## src/hw/rtl/pqem_pkg.sv

```systemverilog
package pqem_pkg;

  // Number of entries the queue can hold.
  localparam int unsigned CAPACITY = 16;

  localparam int unsigned VAL_W   = 32;
  localparam int unsigned PRI_W   = 8;
  localparam int unsigned OCC_W   = 5;
  localparam int unsigned ENTRY_W = PRI_W + VAL_W;
  localparam int unsigned IDX_W   = $clog2(CAPACITY);
  localparam int unsigned CNT_W   = $clog2(CAPACITY + 1);

  localparam logic signed [VAL_W-1:0] NONE_VALUE = -VAL_W'(1);

  typedef enum logic {
    OP_INSERT  = 1'b0,
    OP_EXTRACT = 1'b1
  } op_e;

  typedef enum logic [1:0] {
    ST_OK    = 2'd0,
    ST_EMPTY = 2'd1,
    ST_FULL  = 2'd2
  } status_e;

  typedef enum logic [2:0] {
    S_IDLE,
    S_EXEC,
    S_SCAN,
    S_SHIFT,
    S_RESULT
  } state_e;

  // Commands from the controller to the datapath.
  typedef struct packed {
    logic    load_item;
    logic    do_insert;
    logic    scan_start;
    logic    scan_phase;
    logic    shift_start;
    logic    shift_phase;
    logic    rd_issue;
    logic    count_dec;
    logic    res_load;
    logic    res_from_best;
    status_e res_status;
    logic    load_out;
  } cmd_t;

  // Status from the datapath to the controller.
  typedef struct packed {
    logic is_extract;
    logic empty;
    logic full;
    logic idx_at_end;
    logic rd_pend;
  } sts_t;

endpackage

```

## src/hw/rtl/pqem_ctrl.sv

```systemverilog
module pqem_ctrl (
  input  logic            clk_i,
  input  logic            rst_ni,
  input  logic            in_valid_i,
  output logic            in_stall_o,
  output logic            out_valid_o,
  input  logic            out_stall_i,
  input  pqem_pkg::sts_t  sts_i,
  output pqem_pkg::cmd_t  cmd_o
);

  pqem_pkg::state_e state_q, state_d;
  logic             out_valid_q, out_valid_d;

  always_ff @(posedge clk_i or negedge rst_ni) begin
    if (!rst_ni) begin
      state_q     <= pqem_pkg::S_IDLE;
      out_valid_q <= 1'b0;
    end else begin
      state_q     <= state_d;
      out_valid_q <= out_valid_d;
    end
  end

  // Next state.
  always_comb begin
    state_d = state_q;
    case (state_q)
      pqem_pkg::S_IDLE: begin
        if (in_valid_i) state_d = pqem_pkg::S_EXEC;
      end
      pqem_pkg::S_EXEC: begin
        if (sts_i.is_extract && !sts_i.empty) state_d = pqem_pkg::S_SCAN;
        else state_d = pqem_pkg::S_RESULT;
      end
      pqem_pkg::S_SCAN: begin
        if (sts_i.idx_at_end && !sts_i.rd_pend) state_d = pqem_pkg::S_SHIFT;
      end
      pqem_pkg::S_SHIFT: begin
        if (sts_i.idx_at_end && !sts_i.rd_pend) state_d = pqem_pkg::S_RESULT;
      end
      pqem_pkg::S_RESULT: begin
        if (!out_valid_q || !out_stall_i) state_d = pqem_pkg::S_IDLE;
      end
      default: state_d = pqem_pkg::S_IDLE;
    endcase
  end

  // Outputs.
  always_comb begin
    cmd_o            = '0;
    cmd_o.res_status = pqem_pkg::ST_OK;
    in_stall_o       = 1'b1;
    case (state_q)
      pqem_pkg::S_IDLE: begin
        in_stall_o      = 1'b0;
        cmd_o.load_item = in_valid_i;
      end
      pqem_pkg::S_EXEC: begin
        if (!sts_i.is_extract) begin
          cmd_o.res_load   = 1'b1;
          cmd_o.do_insert  = !sts_i.full;
          cmd_o.res_status = sts_i.full ? pqem_pkg::ST_FULL : pqem_pkg::ST_OK;
        end else if (sts_i.empty) begin
          cmd_o.res_load   = 1'b1;
          cmd_o.res_status = pqem_pkg::ST_EMPTY;
        end else begin
          cmd_o.scan_start = 1'b1;
        end
      end
      pqem_pkg::S_SCAN: begin
        cmd_o.scan_phase = 1'b1;
        cmd_o.rd_issue   = !sts_i.idx_at_end;
        if (sts_i.idx_at_end && !sts_i.rd_pend) begin
          cmd_o.shift_start   = 1'b1;
          cmd_o.res_load      = 1'b1;
          cmd_o.res_from_best = 1'b1;
        end
      end
      pqem_pkg::S_SHIFT: begin
        cmd_o.shift_phase = 1'b1;
        cmd_o.rd_issue    = !sts_i.idx_at_end;
        cmd_o.count_dec   = sts_i.idx_at_end && !sts_i.rd_pend;
      end
      pqem_pkg::S_RESULT: begin
        cmd_o.load_out = !out_valid_q || !out_stall_i;
      end
      default: ;
    endcase
  end

  always_comb begin
    if (cmd_o.load_out) out_valid_d = 1'b1;
    else if (!out_stall_i) out_valid_d = 1'b0;
    else out_valid_d = out_valid_q;
  end

  assign out_valid_o = out_valid_q;

endmodule

```

## src/hw/rtl/pqem_dp.sv

```systemverilog
module pqem_dp (
  input  logic                                  clk_i,
  input  logic                                  rst_ni,
  input  logic                                  opcode_i,
  input  logic signed [pqem_pkg::VAL_W-1:0]     item_value_i,
  input  logic        [pqem_pkg::PRI_W-1:0]     item_priority_i,
  input  pqem_pkg::cmd_t                        cmd_i,
  output pqem_pkg::sts_t                        sts_o,
  output logic signed [pqem_pkg::VAL_W-1:0]     removed_value_o,
  output logic        [1:0]                     status_o,
  output logic        [pqem_pkg::OCC_W-1:0]     occupancy_o
);

  // Entry store: priority in the upper bits, value in the lower bits.
  logic [pqem_pkg::ENTRY_W-1:0] mem_q [pqem_pkg::CAPACITY];
  logic [pqem_pkg::ENTRY_W-1:0] rd_data_q;

  logic                          wr_en;
  logic [pqem_pkg::IDX_W-1:0]    wr_addr;
  logic [pqem_pkg::ENTRY_W-1:0]  wr_data;
  logic [pqem_pkg::IDX_W-1:0]    rd_addr;

  logic [pqem_pkg::CNT_W-1:0]    count_q;
  logic [pqem_pkg::CNT_W-1:0]    idx_q;
  logic                          rd_vld_q;
  logic [pqem_pkg::IDX_W-1:0]    rd_tag_q;

  pqem_pkg::op_e                 item_op_q;
  logic signed [pqem_pkg::VAL_W-1:0] item_val_q;
  logic [pqem_pkg::PRI_W-1:0]    item_pri_q;

  logic [pqem_pkg::IDX_W-1:0]    best_idx_q;
  logic [pqem_pkg::PRI_W-1:0]    best_pri_q;
  logic signed [pqem_pkg::VAL_W-1:0] best_val_q;

  logic signed [pqem_pkg::VAL_W-1:0] res_val_q;
  pqem_pkg::status_e             res_st_q;

  logic signed [pqem_pkg::VAL_W-1:0] out_val_q;
  logic [1:0]                    out_st_q;
  logic [pqem_pkg::OCC_W-1:0]    out_occ_q;

  logic [pqem_pkg::PRI_W-1:0]    rd_pri;
  logic signed [pqem_pkg::VAL_W-1:0] rd_val;
  logic                          take_best;

  assign rd_pri = rd_data_q[pqem_pkg::ENTRY_W-1 -: pqem_pkg::PRI_W];
  assign rd_val = rd_data_q[pqem_pkg::VAL_W-1:0];

  // The first entry always seeds the maximum; later ones replace it only
  // when strictly greater, so the oldest entry wins a tie.
  assign take_best = cmd_i.scan_phase && rd_vld_q &&
                     ((rd_tag_q == '0) || (rd_pri > best_pri_q));

  always_comb begin
    wr_en   = 1'b0;
    wr_addr = count_q[pqem_pkg::IDX_W-1:0];
    wr_data = {item_pri_q, item_val_q};
    if (cmd_i.do_insert) begin
      wr_en = 1'b1;
    end else if (cmd_i.shift_phase && rd_vld_q) begin
      wr_en   = 1'b1;
      wr_addr = rd_tag_q - pqem_pkg::IDX_W'(1);
      wr_data = rd_data_q;
    end
  end

  assign rd_addr = idx_q[pqem_pkg::IDX_W-1:0];

  always_ff @(posedge clk_i) begin
    if (wr_en) mem_q[wr_addr] <= wr_data;
    if (cmd_i.rd_issue) rd_data_q <= mem_q[rd_addr];
  end

  always_ff @(posedge clk_i or negedge rst_ni) begin
    if (!rst_ni) begin
      count_q  <= '0;
      rd_vld_q <= 1'b0;
    end else begin
      rd_vld_q <= cmd_i.rd_issue;
      if (cmd_i.do_insert) count_q <= count_q + pqem_pkg::CNT_W'(1);
      else if (cmd_i.count_dec) count_q <= count_q - pqem_pkg::CNT_W'(1);
    end
  end

  always_ff @(posedge clk_i) begin
    if (cmd_i.load_item) begin
      item_op_q  <= pqem_pkg::op_e'(opcode_i);
      item_val_q <= item_value_i;
      item_pri_q <= item_priority_i;
    end
    if (cmd_i.scan_start) idx_q <= '0;
    else if (cmd_i.shift_start)
      idx_q <= pqem_pkg::CNT_W'(best_idx_q) + pqem_pkg::CNT_W'(1);
    else if (cmd_i.rd_issue) idx_q <= idx_q + pqem_pkg::CNT_W'(1);
    if (cmd_i.rd_issue) rd_tag_q <= rd_addr;
    if (take_best) begin
      best_idx_q <= rd_tag_q;
      best_pri_q <= rd_pri;
      best_val_q <= rd_val;
    end
    if (cmd_i.res_load) begin
      res_val_q <= cmd_i.res_from_best ? best_val_q : pqem_pkg::NONE_VALUE;
      res_st_q  <= cmd_i.res_status;
    end
    if (cmd_i.load_out) begin
      out_val_q <= res_val_q;
      out_st_q  <= res_st_q;
      out_occ_q <= pqem_pkg::OCC_W'(count_q);
    end
  end

  assign sts_o.is_extract = (item_op_q == pqem_pkg::OP_EXTRACT);
  assign sts_o.empty      = (count_q == '0);
  assign sts_o.full       = (count_q == pqem_pkg::CNT_W'(pqem_pkg::CAPACITY));
  assign sts_o.idx_at_end = (idx_q == count_q);
  assign sts_o.rd_pend    = rd_vld_q;

  assign removed_value_o = out_val_q;
  assign status_o        = out_st_q;
  assign occupancy_o     = out_occ_q;

endmodule

```

## src/hw/rtl/priority_queue_extract_max.sv

```systemverilog
// Bounded max-priority queue of 16 entries held unsorted in arrival order in
// a single-port-write, registered-read memory. Each accepted item produces
// exactly one result transfer. An insert writes its entry and registers its
// result, then presents it, and the next item can be accepted after that.
// An extract first scans the held entries for the highest priority (one
// memory read per cycle, with the oldest entry winning a tie). It then
// closes the gap behind the removed slot, moving entries one per cycle
// through the same read port, and then presents the result.
// The block handles one item at a time, but a finished result sits in an
// output register so the next item can be accepted while it waits.
// Extract on an empty queue returns -1 with the empty status, an insert into
// a full queue is dropped with the full status, and every insert reports -1
// as its removed value.
module priority_queue_extract_max (
  input  logic                              clk_i,
  input  logic                              rst_ni,
  input  logic                              in_valid_i,
  output logic                              in_stall_o,
  input  logic                              opcode_i,
  input  logic signed [pqem_pkg::VAL_W-1:0] item_value_i,
  input  logic        [pqem_pkg::PRI_W-1:0] item_priority_i,
  output logic                              out_valid_o,
  input  logic                              out_stall_i,
  output logic signed [pqem_pkg::VAL_W-1:0] removed_value_o,
  output logic        [1:0]                 status_o,
  output logic        [pqem_pkg::OCC_W-1:0] occupancy_o
);

  // The controller sequences insert, scan and compaction; the datapath owns
  // the entry store, the counters and the result registers.
  pqem_pkg::cmd_t cmd;
  pqem_pkg::sts_t sts;

  pqem_ctrl u_ctrl (
    .clk_i       (clk_i),
    .rst_ni      (rst_ni),
    .in_valid_i  (in_valid_i),
    .in_stall_o  (in_stall_o),
    .out_valid_o (out_valid_o),
    .out_stall_i (out_stall_i),
    .sts_i       (sts),
    .cmd_o       (cmd)
  );

  pqem_dp u_dp (
    .clk_i           (clk_i),
    .rst_ni          (rst_ni),
    .opcode_i        (opcode_i),
    .item_value_i    (item_value_i),
    .item_priority_i (item_priority_i),
    .cmd_i           (cmd),
    .sts_o           (sts),
    .removed_value_o (removed_value_o),
    .status_o        (status_o),
    .occupancy_o     (occupancy_o)
  );

endmodule

```

## config.mk

```make
export PLATFORM = sky130hd
export DESIGN_NAME = priority_queue_extract_max
export DESIGN_NICKNAME = d
export VERILOG_FILES = /design/src/hw/rtl/pqem_pkg.sv /design/src/hw/rtl/pqem_ctrl.sv /design/src/hw/rtl/pqem_dp.sv /design/src/hw/rtl/priority_queue_extract_max.sv
export SDC_FILE = /design/constraint.sdc
export NUM_CORES = 1
export LEC_CHECK = 0
export BUFFER_PORTS_ARGS = -buffer_cell sky130_fd_sc_hd__buf_2
export CAP_MARGIN = 40
export CORE_MARGIN = 2
export CORE_UTILIZATION = 35
export CTS_CLUSTER_SIZE = 8
export DETAILED_ROUTE_END_ITERATION = 10
export PLACE_DENSITY_LB_ADDON = 0.25
export SYNTH_ARGS = -nofsm -noshare
export SYNTH_HDL_FRONTEND = slang
export SYNTH_SLANG_ARGS = --single-unit
```

## constraint.sdc

```tcl
create_clock -name clk_i -period 8.65 [get_ports clk_i]
set_input_delay 0.865 -clock clk_i [delete_from_list [all_inputs] [get_ports clk_i]]
set_output_delay 0.865 -clock clk_i [all_outputs]
set_load 0.01 [all_outputs]
```

==> results of run 1 <==
[state kept, by name, indices dropped and copies added (netlist names), 5 cells and up]
name,count
u_dp.mem_q,640
u_dp.rd_data_q,40
u_dp.best_val_q,32
u_dp.item_val_q,32
u_dp.removed_value_o,32
u_dp.res_val_q,32
u_dp.best_pri_q,8
u_dp.item_pri_q,8
u_dp.count_q,5
u_dp.idx_q,5
u_dp.occupancy_o,5
[cell families after synthesis]
kind of cell	share of synthesized area
xor gates and xnor gates	0.003520
and+or+nand+nor	0.03415
DFF	0.7925
buffers and inverters	0.01195
muxes	0.1422
AOI/OAI and AO/OA	0.009322
adders and majority gates	0.006421
[stage by stage]
| stage | hold WS, ns | cell area, µm² | utilization | total power (W) |
|---|---|---|---|---|
| after detailed placement | 0.4054 | 34690 | 0.3784 | 0.009852 |
| final | 0.05424 | 37980 | 0.4143 | 0.01383 |
| after global placement | 0.4094 | 34360 | 0.3748 | 0.009630 |
| after floorplan | 0.4003 | 32350 | - | 0.008491 |
| after CTS | 0.01735 | 37960 | 0.4142 | 0.01403 |
| after global routing | 0.03691 | 37980 | 0.4143 | 0.01446 |
[critical path: stages, from the launching register on]
cell and delay, ns:
sky130_fd_sc_hd__dfrtp_1 0.59, sky130_fd_sc_hd__nor2b_1 0.33, sky130_fd_sc_hd__and3_4 0.76, sky130_fd_sc_hd__and3_1 0.27, sky130_fd_sc_hd__a31oi_1 0.04, sky130_fd_sc_hd__clkbuf_4 0.22, sky130_fd_sc_hd__nor2_4 0.65, sky130_fd_sc_hd__buf_4 0.52
[worst max path at each step]
stage                                             start                               end  slack [ns]  depth (start not counted)
after floorplan            u_dp.rd_data_q[38]$_DFFE_PP_      u_dp.best_idx_q[0]$_DFFE_PP_        4.94                          6
after global placement       u_dp.idx_q[3]$_SDFFE_PP0P_  u_dp.res_val_q[13]$_SDFFCE_PP1P_        4.75                          7
after detailed placement  u_ctrl.state_q[0]$_DFFE_PN0P_       u_dp.mem_q[6][17]$_DFFE_PP_        4.84                          6
after CTS                 u_ctrl.state_q[0]$_DFFE_PN0P_       u_dp.mem_q[6][36]$_DFFE_PP_        4.80                          6
after global routing         u_dp.idx_q[1]$_SDFFE_PP0P_  u_dp.res_val_q[27]$_SDFFCE_PP1P_        4.73                          7
final                     u_ctrl.state_q[0]$_DFFE_PN0P_        u_dp.mem_q[6][8]$_DFFE_PP_        4.88                          7
[area by class of cell]
| class | count | area share |
|---|---|---|
| repair buffers | 134 | 0.02636 |
| multi-input cells | 513 | 0.1710 |
| clock inverters | 10 | 0.006293 |
| inverters | 19 | 0.001878 |
| clock buffers | 138 | 0.08000 |
| well taps | 1186 | 0.03908 |
| flip-flops and latches | 857 | 0.6754 |
[cells in the final DEF, fill, tap and decap left out, types with 7 or more instances in the layout]
cell	n
sky130_fd_sc_hd__nand2b_1	36
sky130_fd_sc_hd__clkbuf_1	19
sky130_fd_sc_hd__inv_1	19
sky130_fd_sc_hd__clkbuf_16	118
sky130_fd_sc_hd__nand2_1	128
sky130_fd_sc_hd__dfrtp_1	10
sky130_fd_sc_hd__buf_4	35
sky130_fd_sc_hd__buf_2	86
sky130_fd_sc_hd__edfxtp_1	842
sky130_fd_sc_hd__ha_1	15
sky130_fd_sc_hd__a31oi_1	7
sky130_fd_sc_hd__a21oi_1	12
sky130_fd_sc_hd__mux4_2	200
sky130_fd_sc_hd__xnor2_1	9
sky130_fd_sc_hd__buf_16	10
sky130_fd_sc_hd__nor2_4	18
[routing by layer]
layer  vias to the layer above  global-route usage  part of all wire  routed length, µm
li1                       6318                   -                 -                  -
met1                      7952              0.2221              0.45              32830
met2                       484              0.2495              0.48              35040
met3                       123             0.02749             0.054               3949
met4                         0             0.04288             0.022               1583
met5                         -                   0                 0                  0
[Yosys cell counts (6+ instances only)]
library cell / instances
sky130_fd_sc_hd__a21oi_1: 15
sky130_fd_sc_hd__a31oi_1: 7
sky130_fd_sc_hd__buf_2: 35
sky130_fd_sc_hd__clkbuf_1: 24
sky130_fd_sc_hd__dfrtp_1: 10
sky130_fd_sc_hd__edfxtp_1: 842
sky130_fd_sc_hd__ha_1: 15
sky130_fd_sc_hd__inv_1: 19
sky130_fd_sc_hd__mux4_2: 200
sky130_fd_sc_hd__nand2_1: 128
sky130_fd_sc_hd__nand2b_1: 36
sky130_fd_sc_hd__nor2_1: 21
sky130_fd_sc_hd__nor3_1: 6
sky130_fd_sc_hd__o21ai_0: 6
sky130_fd_sc_hd__xnor2_1: 9
[where the power goes]
group	switching [W]	internal (W)	leakage, nW
Combinational	0.00211	0.00142	2.80
Sequential	0.000313	0.00585	7.71
Clock	0.00165	0.00249	1.58
Total	0.00407	0.00976	12.1
==> metrics.csv, run 1 <==
stage;metric;value;unit
outcome;status;finished, final reports clean;
drt;Detailed Route WL;73400;µm
worst_hold_path;class of the worst hold path;in2async;
clock_network;buffer depth of the longest clock path;3;
yosys;Synth async-reset ratio;0.01167;
place;Buffers on Ports;85;
timing;skew final;0.03468;ns
setup_path;Crit Path Category;reg2reg;
pwr;leakage power figure;12.10;nW
setup_path;data arrival time at the worst-slack endpoint;4.08;ns
timing;Relative slew margins;0.4380;
drt;detailed-route vias per instance;5.207;
setup_path;beginning of the worst register-to-register path;u_ctrl.state_q[0]$_DFFE_PN0P_;
setup_path;category of the worst setup path launch point;register;
drt;DRC marker count from the first detailed-route iteration;1375;
yosys;total nets after synthesis;1518;
timing;final worst setup slack;4.880;ns
global_route;total routing resource utilization after global routing;0.1565;
place;worst slack at placement;4.838;ns
clock_network;CTS buffer count;118;
pwr;Power per Cell Area;364.2;mW/mm²
floorplanning;area of the core;0.09166;mm²
drt;detail-routed net length per standard cell;25.69;µm
yosys;number of distinct library cells after synthesis;56;
timing;final cycle utilization of the critical path;0.4358;
drt;first-pass iteration count of the detailed router;5;
setup_path;R2R cell count;7;
timing;RSZ-0062 raised after global routing;no;
run;maxcap violations;0;
finish;Nets;1704;
clock_network;TritonCTS clock tree;yes;
setup_path;biggest fanout along the worst timing path;44;
global_route;first-pass GRT wire length;107200;µm
setup_path;category of the worst setup path capture point;register;
place;final weighted congestion in routability-driven placement;0.7590;
floorplanning;num rows;111;
place;number of placed instances, taps included;2707;
setup_path;required arrival time at the worst endpoint;8.97;ns
clock_network;clock transition at the register clock pins on the worst setup and hold paths after CTS;0.05;ns
timing;accumulated negative setup slack;0;ns
global_route;largest net degree at the start of global routing;45;
finish;area used by sequential logic in the layout;0.02565;mm²
finish;area occupied by multi-input gates;0.006495;mm²
yosys;Post-synth EDFFs;842;
floorplanning;starting density of the core;0.3529;
clock_network;number of clock sinks;857;
yosys;area fraction of the dominant cell type after synthesis;0.7816;
yosys;register area share after synthesis;0.7924;
yosys;leading cell types by total area after synthesis;sky130_fd_sc_hd__edfxtp_1 (78%), sky130_fd_sc_hd__mux4_2 (14%), sky130_fd_sc_hd__nand2_1 (1.5%), sky130_fd_sc_hd__dfrtp_1 (0.77%), sky130_fd_sc_hd__nand2b_1 (0.70%);
yosys;Yosys reg bits;857;
drt;number of nets still failing antenna checks after routing;0;
clock_network;Setup Buffers After CTS;0;
yosys;synthesis warning total;0;
timing;top achievable clock speed;265.3;MHz
drt;# DRC;0;
clock_network;post_cts resized;0;
clock_network;number of buffers inserted by hold repair at cts;0;
timing;transition at the pin with the smallest max-transition slack;0.8412;ns
finish;antenna fix cells;0;
clock_network;source-to-sink clock delay at the later pin of the worst-skew pair;0.68;ns
clock_network;CTS Root Cell;sky130_fd_sc_hd__clkbuf_16;
yosys;largest area contributor in the synthesized netlist;sky130_fd_sc_hd__edfxtp_1;
global_route;number of antenna violations at the first check in global routing;0;
setup_path;internal reg-to-reg setup slack;4.88;ns
yosys;mean post-synth cell area;22.20;µm²
global_route;via count of the first global-routing pass;15730;
finish;fraction of final layout cells with drive strength greater than 1;0.2986;
finish;area grow syn2layout;17.39;%
timing;final worst path period need;3.770;ns
floorplanning;die boundary height;308.0;µm
place;detailed placement HPWL;39650;µm
finish;filler cell count in the final layout;7889;
global_route;GR Overflow Total;0;
yosys;most common flop cell mapped by yosys;sky130_fd_sc_hd__edfxtp_1;
drt;via count;14880;
clock_network;CTS H-tree depth;3;
pwr;largest voltage drop on the vdd net;0.2013;mV
yosys;combined area of all synthesized cells;0.03235;mm²
floorplanning;width of the chip;308.0;µm
yosys;gate count of the mapped netlist;1457;
finish;post-route insts no fill;2857;
floorplanning;io pins;86;
timing;number of setup violations in the final report;0;
setup_path;worst flop-to-flop path endpoint;u_dp.mem_q[6][8]$_DFFE_PP_;
timing;total count of hold-check failures in the final report;0;
floorplanning;die outline area;0.09487;mm²
timing;Slew Viols, Final;0;
No activity file was read; power rests on OpenSTA's default activity.
==> inputs of run 2 (changes only) <==
==> constraint.sdc (replaced) <==
create_clock -name clk_i -period 3.9 [get_ports clk_i]
set_input_delay 0.39 -clock clk_i [delete_from_list [all_inputs] [get_ports clk_i]]
set_output_delay 0.39 -clock clk_i [all_outputs]
set_load 0.01 [all_outputs]
==> run 2 against run 1 <==
Sequential power up 120%; count of clock-buffer cells in the layout up 4; setup slack worse by 4.1 ns; register-to-register slack worse by 4.1 ns; non-clock buffer count up 40; total power up 120%; first-iteration DRC count down 1.5%; clock power up 120%; global-route usage down 0.35 points; clock skew down 0.010 ns; largest power group unchanged.
==> metrics.csv, run 2 (synthesized netlist as in run 1, its figures left out) <==
stage;metric;value;unit;change
timing;top achievable clock speed;322.6;MHz;+22%
drt;# DRC;0;;unchanged
timing;accumulated negative setup slack;0;ns;unchanged
timing;final worst setup slack;0.8000;ns;-4.080 ns
finish;largest registers;u_dp.mem_q (640), u_dp.rd_data_q (40);;
floorplanning;width of the chip;308.0;µm;unchanged
pwr;switching pwr;0.008999;W;+120%
floorplanning;die outline area;0.09487;mm²;unchanged
pwr;cell-internal power;0.02150;W;+120%
worst_hold_path;class of the worst hold path;in2reg;;
finish;highest-count cells in the layout ignoring fill and taps;sky130_fd_sc_hd__edfxtp_1 (842), sky130_fd_sc_hd__mux4_2 (200), sky130_fd_sc_hd__nand2_1 (128), sky130_fd_sc_hd__clkbuf_16 (118), sky130_fd_sc_hd__buf_2 (87);;
pwr;Switching Share;0.2951;;+0.001015
clock_network;buffer depth of the longest clock path;3;;unchanged
drt;first-pass iteration count of the detailed router;5;;unchanged
global_route;total routing resource utilization after global routing;0.1530;;-0.003527
setup_path;Crit-path slowest cell;sky130_fd_sc_hd__dfrtp_1;;
finish;antenna fix cells;0;;unchanged
setup_path;category of the worst setup path capture point;register;;
timing;RSZ-0062 raised after global routing;no;;
timing;final cycle utilization of the critical path;0.7949;;+0.3590
setup_path;biggest fanout along the worst timing path;28;;-36%
global_route;largest net degree at the start of global routing;165;;+270%
finish;filler cell count in the final layout;7935;;+0.58%
pwr;combinational group share of total power;0.262;;+0.007
clock_network;CTS H-tree depth;3;;unchanged
timing;Slew Viols, Final;0;;unchanged
clock_network;CTS Root Cell;sky130_fd_sc_hd__clkbuf_16;;
drt;detail-routed net length per standard cell;24.67;µm;-4.0%
timing;transition at the pin with the smallest max-transition slack;1.265;ns;+0.4241 ns
global_route;via count of the first global-routing pass;16080;;+2.2%
outcome;status;finished, final reports clean;;
setup_path;largest incremental delay on the critical path;0.62;ns;-0.14 ns
clock_network;number of clock sinks;857;;unchanged
timing;final worst path period need;3.100;ns;-0.6698 ns
drt;detailed-route vias per instance;5.163;;-0.86%
setup_path;Crit Path Category;reg2reg;;
timing;Relative slew margins;0.1565;;-0.2815
setup_path;required arrival time at the worst endpoint;4.23;ns;-4.74 ns
drt;number of nets still failing antenna checks after routing;0;;unchanged
setup_path;category of the worst setup path launch point;register;;
drt;DRC marker count from the first detailed-route iteration;1354;;-1.5%
floorplanning;die boundary height;308.0;µm;unchanged
global_route;GR Overflow Total;0;;unchanged
timing;skew final;0.02429;ns;-0.01039 ns
place;Buffers on Ports;85;;unchanged
setup_path;data arrival time at the worst-slack endpoint;3.43;ns;-0.65 ns
finish;Non-Filler Cell Area, Final;0.03829;mm²;+0.82%
drt;Detailed Route WL;71500;µm;-2.6%
finish;max reg flops;640;;unchanged
drt;via count;14960;;+0.56%
finish;area grow syn2layout;18.35;%;
place;worst slack at placement;0.8299;ns;-4.008 ns
clock_network;source-to-sink clock delay at the later pin of the worst-skew pair;0.68;ns;about the same
pwr;clock group share of total power;0.293;;-0.006
pwr;proportion of power drawn by flip-flops and latches;0.445;;about the same
setup_path;internal reg-to-reg setup slack;0.80;ns;-4.08 ns
clock_network;Setup Buffers After CTS;0;;unchanged
clock_network;TritonCTS clock tree;yes;;
place;placed standard-cell area;0.03471;mm²;about the same
clock_network;CTS buffer count;117;;-0.85%
floorplanning;area of the core;0.09166;mm²;unchanged
finish;largest register by flop count;u_dp.mem_q;;
finish;Nets;1743;;+2.3%
floorplanning;num rows;111;;unchanged
floorplanning;starting density of the core;0.3529;;unchanged
setup_path;cells traversed along the worst timing path;nand4b_1 > buf_4 > o32a_1 > nor2_4 > buf_12;;
pwr;largest voltage drop on the vdd net;0.4811;mV;+140%
global_route;number of antenna violations at the first check in global routing;2;;+2
finish;fraction of final layout cells with drive strength greater than 1;0.2886;;-0.01007
place;detailed placement HPWL;38670;µm;-2.5%
place;number of placed instances, taps included;2707;;unchanged
timing;total count of hold-check failures in the final report;0;;unchanged
timing;number of setup violations in the final report;0;;unchanged
floorplanning;io pins;86;;unchanged
timing;Hold Slack;0.07737;ns;+0.02312 ns
place;final weighted congestion in routability-driven placement;0.7658;;+0.90%
clock_network;clock transition at the register clock pins on the worst setup and hold paths after CTS;0.05;ns;about the same
pwr;Power per Cell Area;796.6;mW/mm²;+120%
finish;most common cell after layout, fill and taps aside;sky130_fd_sc_hd__edfxtp_1;;
finish;post-route insts no fill;2898;;+1.4%
run;maxcap violations;0;;unchanged
global_route;first-pass GRT wire length;106100;µm;-1.1%
pwr;leakage power figure;12.19;nW;+0.80%
==> run 2: metal layers <==
layer | up-vias | part of all wire | wire [µm] | global-route usage
met5 | - | 0 | 0 | 0
met3 | 102 | 0.060 | 4262 | 0.03168
li1 | 6402 | - | - | -
met4 | 0 | 0.018 | 1316 | 0.04141
met2 | 451 | 0.47 | 33540 | 0.2401
met1 | 8006 | 0.45 | 32380 | 0.2173
==> run 2: power by group through the flow <==
stage               Clock (W)  Sequential (W)  Combinational [W]
floorplan                   0          0.0134            0.00539
global placement            0          0.0137            0.00790
detailed placement          0          0.0137            0.00812
CTS                   0.00917          0.0136            0.00818
global route          0.00955          0.0137            0.00870
finish                0.00894          0.0136            0.00800
==> run 2: timing repair <==
item	CTS	global route
hold buffers	42	0
resized for setup	0	0
hold endpoints to repair	51	0
==> run 2: stage by stage <==
stage	utilization	power (W)
2_1_floorplan	-	0.01883
3_3_place_gp	0.3778	0.02158
3_5_place_dp	0.3787	0.02185
4_1_cts	0.4177	0.03092
5_1_grt	0.4177	0.03194
6_report	0.4177	0.03050
==> run 2: final cells by class <==
type	instances	area, µm²	area share
flip-flops and latches	857	25650	0.6699
multi-input cells	513	6491	0.1695
clock buffers	142	3043	0.07948
well taps	1186	1484	0.03876
repair buffers	174	1439	0.03758
clock inverters	7	110.1	0.002876
inverters	19	71.32	0.001863
==> run 2: worst max-delay path: cells and delay by family (launching register included) <==
kind / cells / cell delay, ns
flip-flops: 1 / 0.62
buffers and inverters: 2 / 0.65
AND/OR/NAND/NOR: 2 / 0.93
AO/OA/AOI/OAI: 1 / 0.52
==> run 2: worst paths after layout <==
path / endpoint / cells after the start / start
max reg2reg: u_dp.mem_q[13][7]$_DFFE_PP_ / 5 / u_ctrl.state_q[1]$_DFFE_PN0P_
max in group asynchronous: u_dp.count_q[2]$_DFFE_PN0P_ / 2 / rst_ni
min reg2reg: u_dp.removed_value_o[27]$_DFFE_PP_ / 0 / u_dp.res_val_q[27]$_SDFFCE_PP1P_
max: u_dp.mem_q[13][7]$_DFFE_PP_ / 5 / u_ctrl.state_q[1]$_DFFE_PN0P_
min: u_ctrl.out_valid_o$_DFFE_PN0P_ / 3 / out_stall_i
min in group asynchronous: u_dp.count_q[0]$_DFFE_PN0P_ / 2 / rst_ni
==> inputs of run 3 (changes only) <==
==> constraint.sdc (replaced) <==
create_clock -name clk_i -period 2.78 [get_ports clk_i]
set_input_delay 0.278 -clock clk_i [delete_from_list [all_inputs] [get_ports clk_i]]
set_output_delay 0.278 -clock clk_i [all_outputs]
set_load 0.01 [all_outputs]
==> run 3 against run 2 <==
Register-to-register slack got worse by 0.65 ns; sequential share of layout area down 1.3 points; first-iteration DRC count up 8.0%; wire length increased by 2.0%; critical endpoint is now u_dp.mem_q[9][20]$_DFFE_PP_; total power increased by 43%.
==> metrics.csv, run 3 (synthesized netlist as in run 1, its figures left out) <==
stage;metric;value;unit;change
outcome;status;finished, final reports clean;;
global_route;GR Overflow Total;0;;unchanged
drt;detail-routed net length per standard cell;24.73;µm;+0.24%
finish;largest register by flop count;u_dp.mem_q;;
floorplanning;area of the core;0.09166;mm²;unchanged
place;detailed placement HPWL;41670;µm;+7.7%
drt;via count;15240;;+1.8%
clock_network;buffer depth of the longest clock path;3;;unchanged
global_route;largest net degree at the start of global routing;51;;-69%
pwr;clock group share of total power;0.289;;-0.004
clock_network;CTS buffer count;117;;unchanged
timing;skew final;0.05441;ns;+0.03012 ns
finish;fraction of final layout cells with drive strength greater than 1;0.3056;;+0.01700
setup_path;launching element of the worst setup path;u_ctrl.state_q[0]$_DFFE_PN0P_;;
pwr;switching pwr;0.01292;W;+44%
timing;top achievable clock speed;379.6;MHz;+18%
setup_path;cells traversed along the worst timing path;nor4b_2 > o21ai_2 > a2bb2oi_1 > or2_2 > nor2_4 > buf_12;;
pwr;Switching Share;0.2960;;+0.0009499
timing;final cycle utilization of the critical path;0.9475;;+0.1526
clock_network;post_cts resized;0;;unchanged
setup_path;category of the worst setup path launch point;register;;
drt;routed length on met1;32890;µm;+1.6%
floorplanning;num rows;111;;unchanged
finish;most common cell after layout, fill and taps aside;sky130_fd_sc_hd__edfxtp_1;;
global_route;number of antenna violations at the first check in global routing;2;;unchanged
clock_network;CTS H-tree depth;3;;unchanged
setup_path;Crit Path Category;reg2reg;;
global_route;first-pass GRT wire length;107400;µm;+1.3%
setup_path;biggest fanout along the worst timing path;18;;-36%
worst_hold_path;Hold Startpoint;item_value_i[13];;
finish;post-route insts no fill;2950;;+1.8%
timing;Slew Viols, Final;0;;unchanged
pwr;leakage power figure;12.56;nW;+3.0%
finish;area occupied by multi-input gates;0.006491;mm²;unchanged
global_route;total routing resource utilization after global routing;0.1560;;+0.003043
timing;number of setup violations in the final report;0;;unchanged
timing;total count of hold-check failures in the final report;0;;unchanged
floorplanning;starting density of the core;0.3529;;unchanged
floorplanning;die boundary height;308.0;µm;unchanged
finish;filler cell count in the final layout;7854;;-1.0%
drt;# DRC;0;;unchanged
floorplanning;die outline area;0.09487;mm²;unchanged
setup_path;data arrival time at the worst-slack endpoint;2.97;ns;-0.46 ns
clock_network;source-to-sink clock delay at the later pin of the worst-skew pair;0.69;ns;about the same
clock_network;number of clock sinks;857;;unchanged
setup_path;required arrival time at the worst endpoint;3.12;ns;-1.11 ns
drt;DR WL met2;34550;µm;+3.0%
drt;first-pass iteration count of the detailed router;8;;+3
place;placed standard-cell area;0.03538;mm²;+1.9%
drt;Detailed Route WL;72950;µm;+2.0%
place;number of placed instances, taps included;2752;;+1.7%
finish;max reg flops;640;;unchanged
finish;area grow syn2layout;20.71;%;
setup_path;largest incremental delay on the critical path;0.51;ns;-0.11 ns
drt;DRC marker count from the first detailed-route iteration;1462;;+8.0%
floorplanning;width of the chip;308.0;µm;unchanged
place;final weighted congestion in routability-driven placement;0.7531;;-1.7%
clock_network;TritonCTS clock tree;yes;;
worst_hold_path;class of the worst hold path;in2reg;;
setup_path;Crit-path slowest cell;sky130_fd_sc_hd__dfrtp_1;;
clock_network;CTS Root Cell;sky130_fd_sc_hd__clkbuf_16;;
finish;highest-count cells in the layout ignoring fill and taps;sky130_fd_sc_hd__edfxtp_1 (842), sky130_fd_sc_hd__mux4_2 (200), sky130_fd_sc_hd__nand2_1 (128), sky130_fd_sc_hd__clkbuf_16 (117), sky130_fd_sc_hd__buf_2 (85);;
pwr;cell-internal power;0.03072;W;+43%
pwr;largest voltage drop on the vdd net;0.6360;mV;+32%
setup_path;beginning of the worst register-to-register path;u_ctrl.state_q[0]$_DFFE_PN0P_;;
drt;Detail Route met3 WL;4091;µm;-4.0%
pwr;combinational group share of total power;0.276;;+0.014
finish;largest registers;u_dp.mem_q (640), u_dp.rd_data_q (40);;
clock_network;clock transition at the register clock pins on the worst setup and hold paths after CTS;0.05;ns;about the same
pwr;Power per Cell Area;1117;mW/mm²;+40%
pwr;proportion of power drawn by flip-flops and latches;0.434;;-0.011
finish;post-layout util;0.4260;;+0.008326
drt;detailed-route vias per instance;5.165;;about the same
drt;Max Used Layer;met4;;
timing;Relative slew margins;0.5229;;+0.3665
drt;number of nets still failing antenna checks after routing;0;;unchanged
global_route;via count of the first global-routing pass;15870;;-1.3%
floorplanning;io pins;86;;unchanged
timing;transition at the pin with the smallest max-transition slack;0.7101;ns;-0.5552 ns
finish;antenna fix cells;0;;unchanged
place;Buffers on Ports;85;;unchanged
setup_path;category of the worst setup path capture point;register;;
finish;area used by sequential logic in the layout;0.02565;mm²;unchanged
timing;final worst path period need;2.634;ns;-0.4660 ns
finish;Non-Filler Cell Area, Final;0.03905;mm²;+2.0%
finish;Nets;1791;;+2.8%
run;maxcap violations;0;;unchanged
timing;RSZ-0062 raised after global routing;no;;
==> run 3: cell count changes in the layout (fill, tap and decap cells not counted), sizes merged <==
cell,change
clkinv,+2
buf,+45
clkbuf,+3
clkinvlp,-1
dlygate4sd3,+3
==> run 3: final timing paths <==
| check | depth (start not counted) | slack [ns] | end |
|---|---|---|---|
| min in group asynchronous | 3 | 0.61 | u_ctrl.state_q[2]$_DFFE_PN0P_ |
| worst min register to register | 0 | 0.39 | u_dp.removed_value_o[5]$_DFFE_PP_ |
| worst min-delay path | 2 | 0.30 | u_dp.item_val_q[13]$_DFFE_PP_ |
| worst max register to register | 6 | 0.15 | u_dp.mem_q[9][20]$_DFFE_PP_ |
| max in group asynchronous | 3 | 1.82 | u_dp.count_q[3]$_DFFE_PN0P_ |
| worst max-delay path | 6 | 0.15 | u_dp.mem_q[9][20]$_DFFE_PP_ |
==> run 3: timing repair <==
| action | 4_1_cts | 5_1_grt |
|---|---|---|
| hold buffers | 45 | 0 |
| hold endpoints to repair | 53 | 0 |
| setup buffers | 0 | 0 |
| endpoints found under the setup margin | 0 | 6 |
==> run 3: worst max-delay path, delay by kind of cell, from the launching register on <==
family | cells | cell delay [ns]
and+or+nand+nor | 3 | 1.22
DFF | 1 | 0.51
AOI/OAI and AO/OA | 2 | 0.28
buffers and inverters | 1 | 0.26
==> run 3: cell type report <==
type                       count  share of cell area
clock buffer                 145             0.07767
clock inverter                 8            0.004742
inverter                      19            0.001826
multi-input combinational    513              0.1662
sequential                   857              0.6568
tap                         1186             0.03800
timing repair buffer         222             0.05473
==> run 3: layer usage <==
metal  vias to the layer above  track usage
li1                       6503            -
met2                       462       0.2459
met4                         0      0.04311
met1                      8172       0.2224
met3                        99      0.02962
met5                         -            0
==> run 3: power groups by stage <==
stage | Sequential, W | Clock [W] | Combinational [W]
2_1_floorplan | 0.0188 | 0 | 0.00776
3_5_place_dp | 0.0192 | 0 | 0.0122
5_1_grt | 0.0191 | 0.0135 | 0.0130
3_3_place_gp | 0.0191 | 0 | 0.0120
6_report | 0.0190 | 0.0126 | 0.0121
4_1_cts | 0.0190 | 0.0130 | 0.0123
==> run 3: per-stage QoR <==
| step | total power [W] | setup TNS (ns) | hold slack, ns | worst slack [ns] |
|---|---|---|---|---|
| after global placement | 0.03112 | 0 | 0.1555 | 0.2145 |
| after floorplan | 0.02655 | -4.036 | -0.01759 | -0.1187 |
| final | 0.04363 | 0 | 0.2997 | 0.1460 |
| after CTS | 0.04427 | 0 | 0.2510 | 0.09523 |
| after detailed placement | 0.03139 | 0 | 0.1651 | 0.1724 |
| after global routing | 0.04569 | 0 | 0.2750 | 0.001751 |
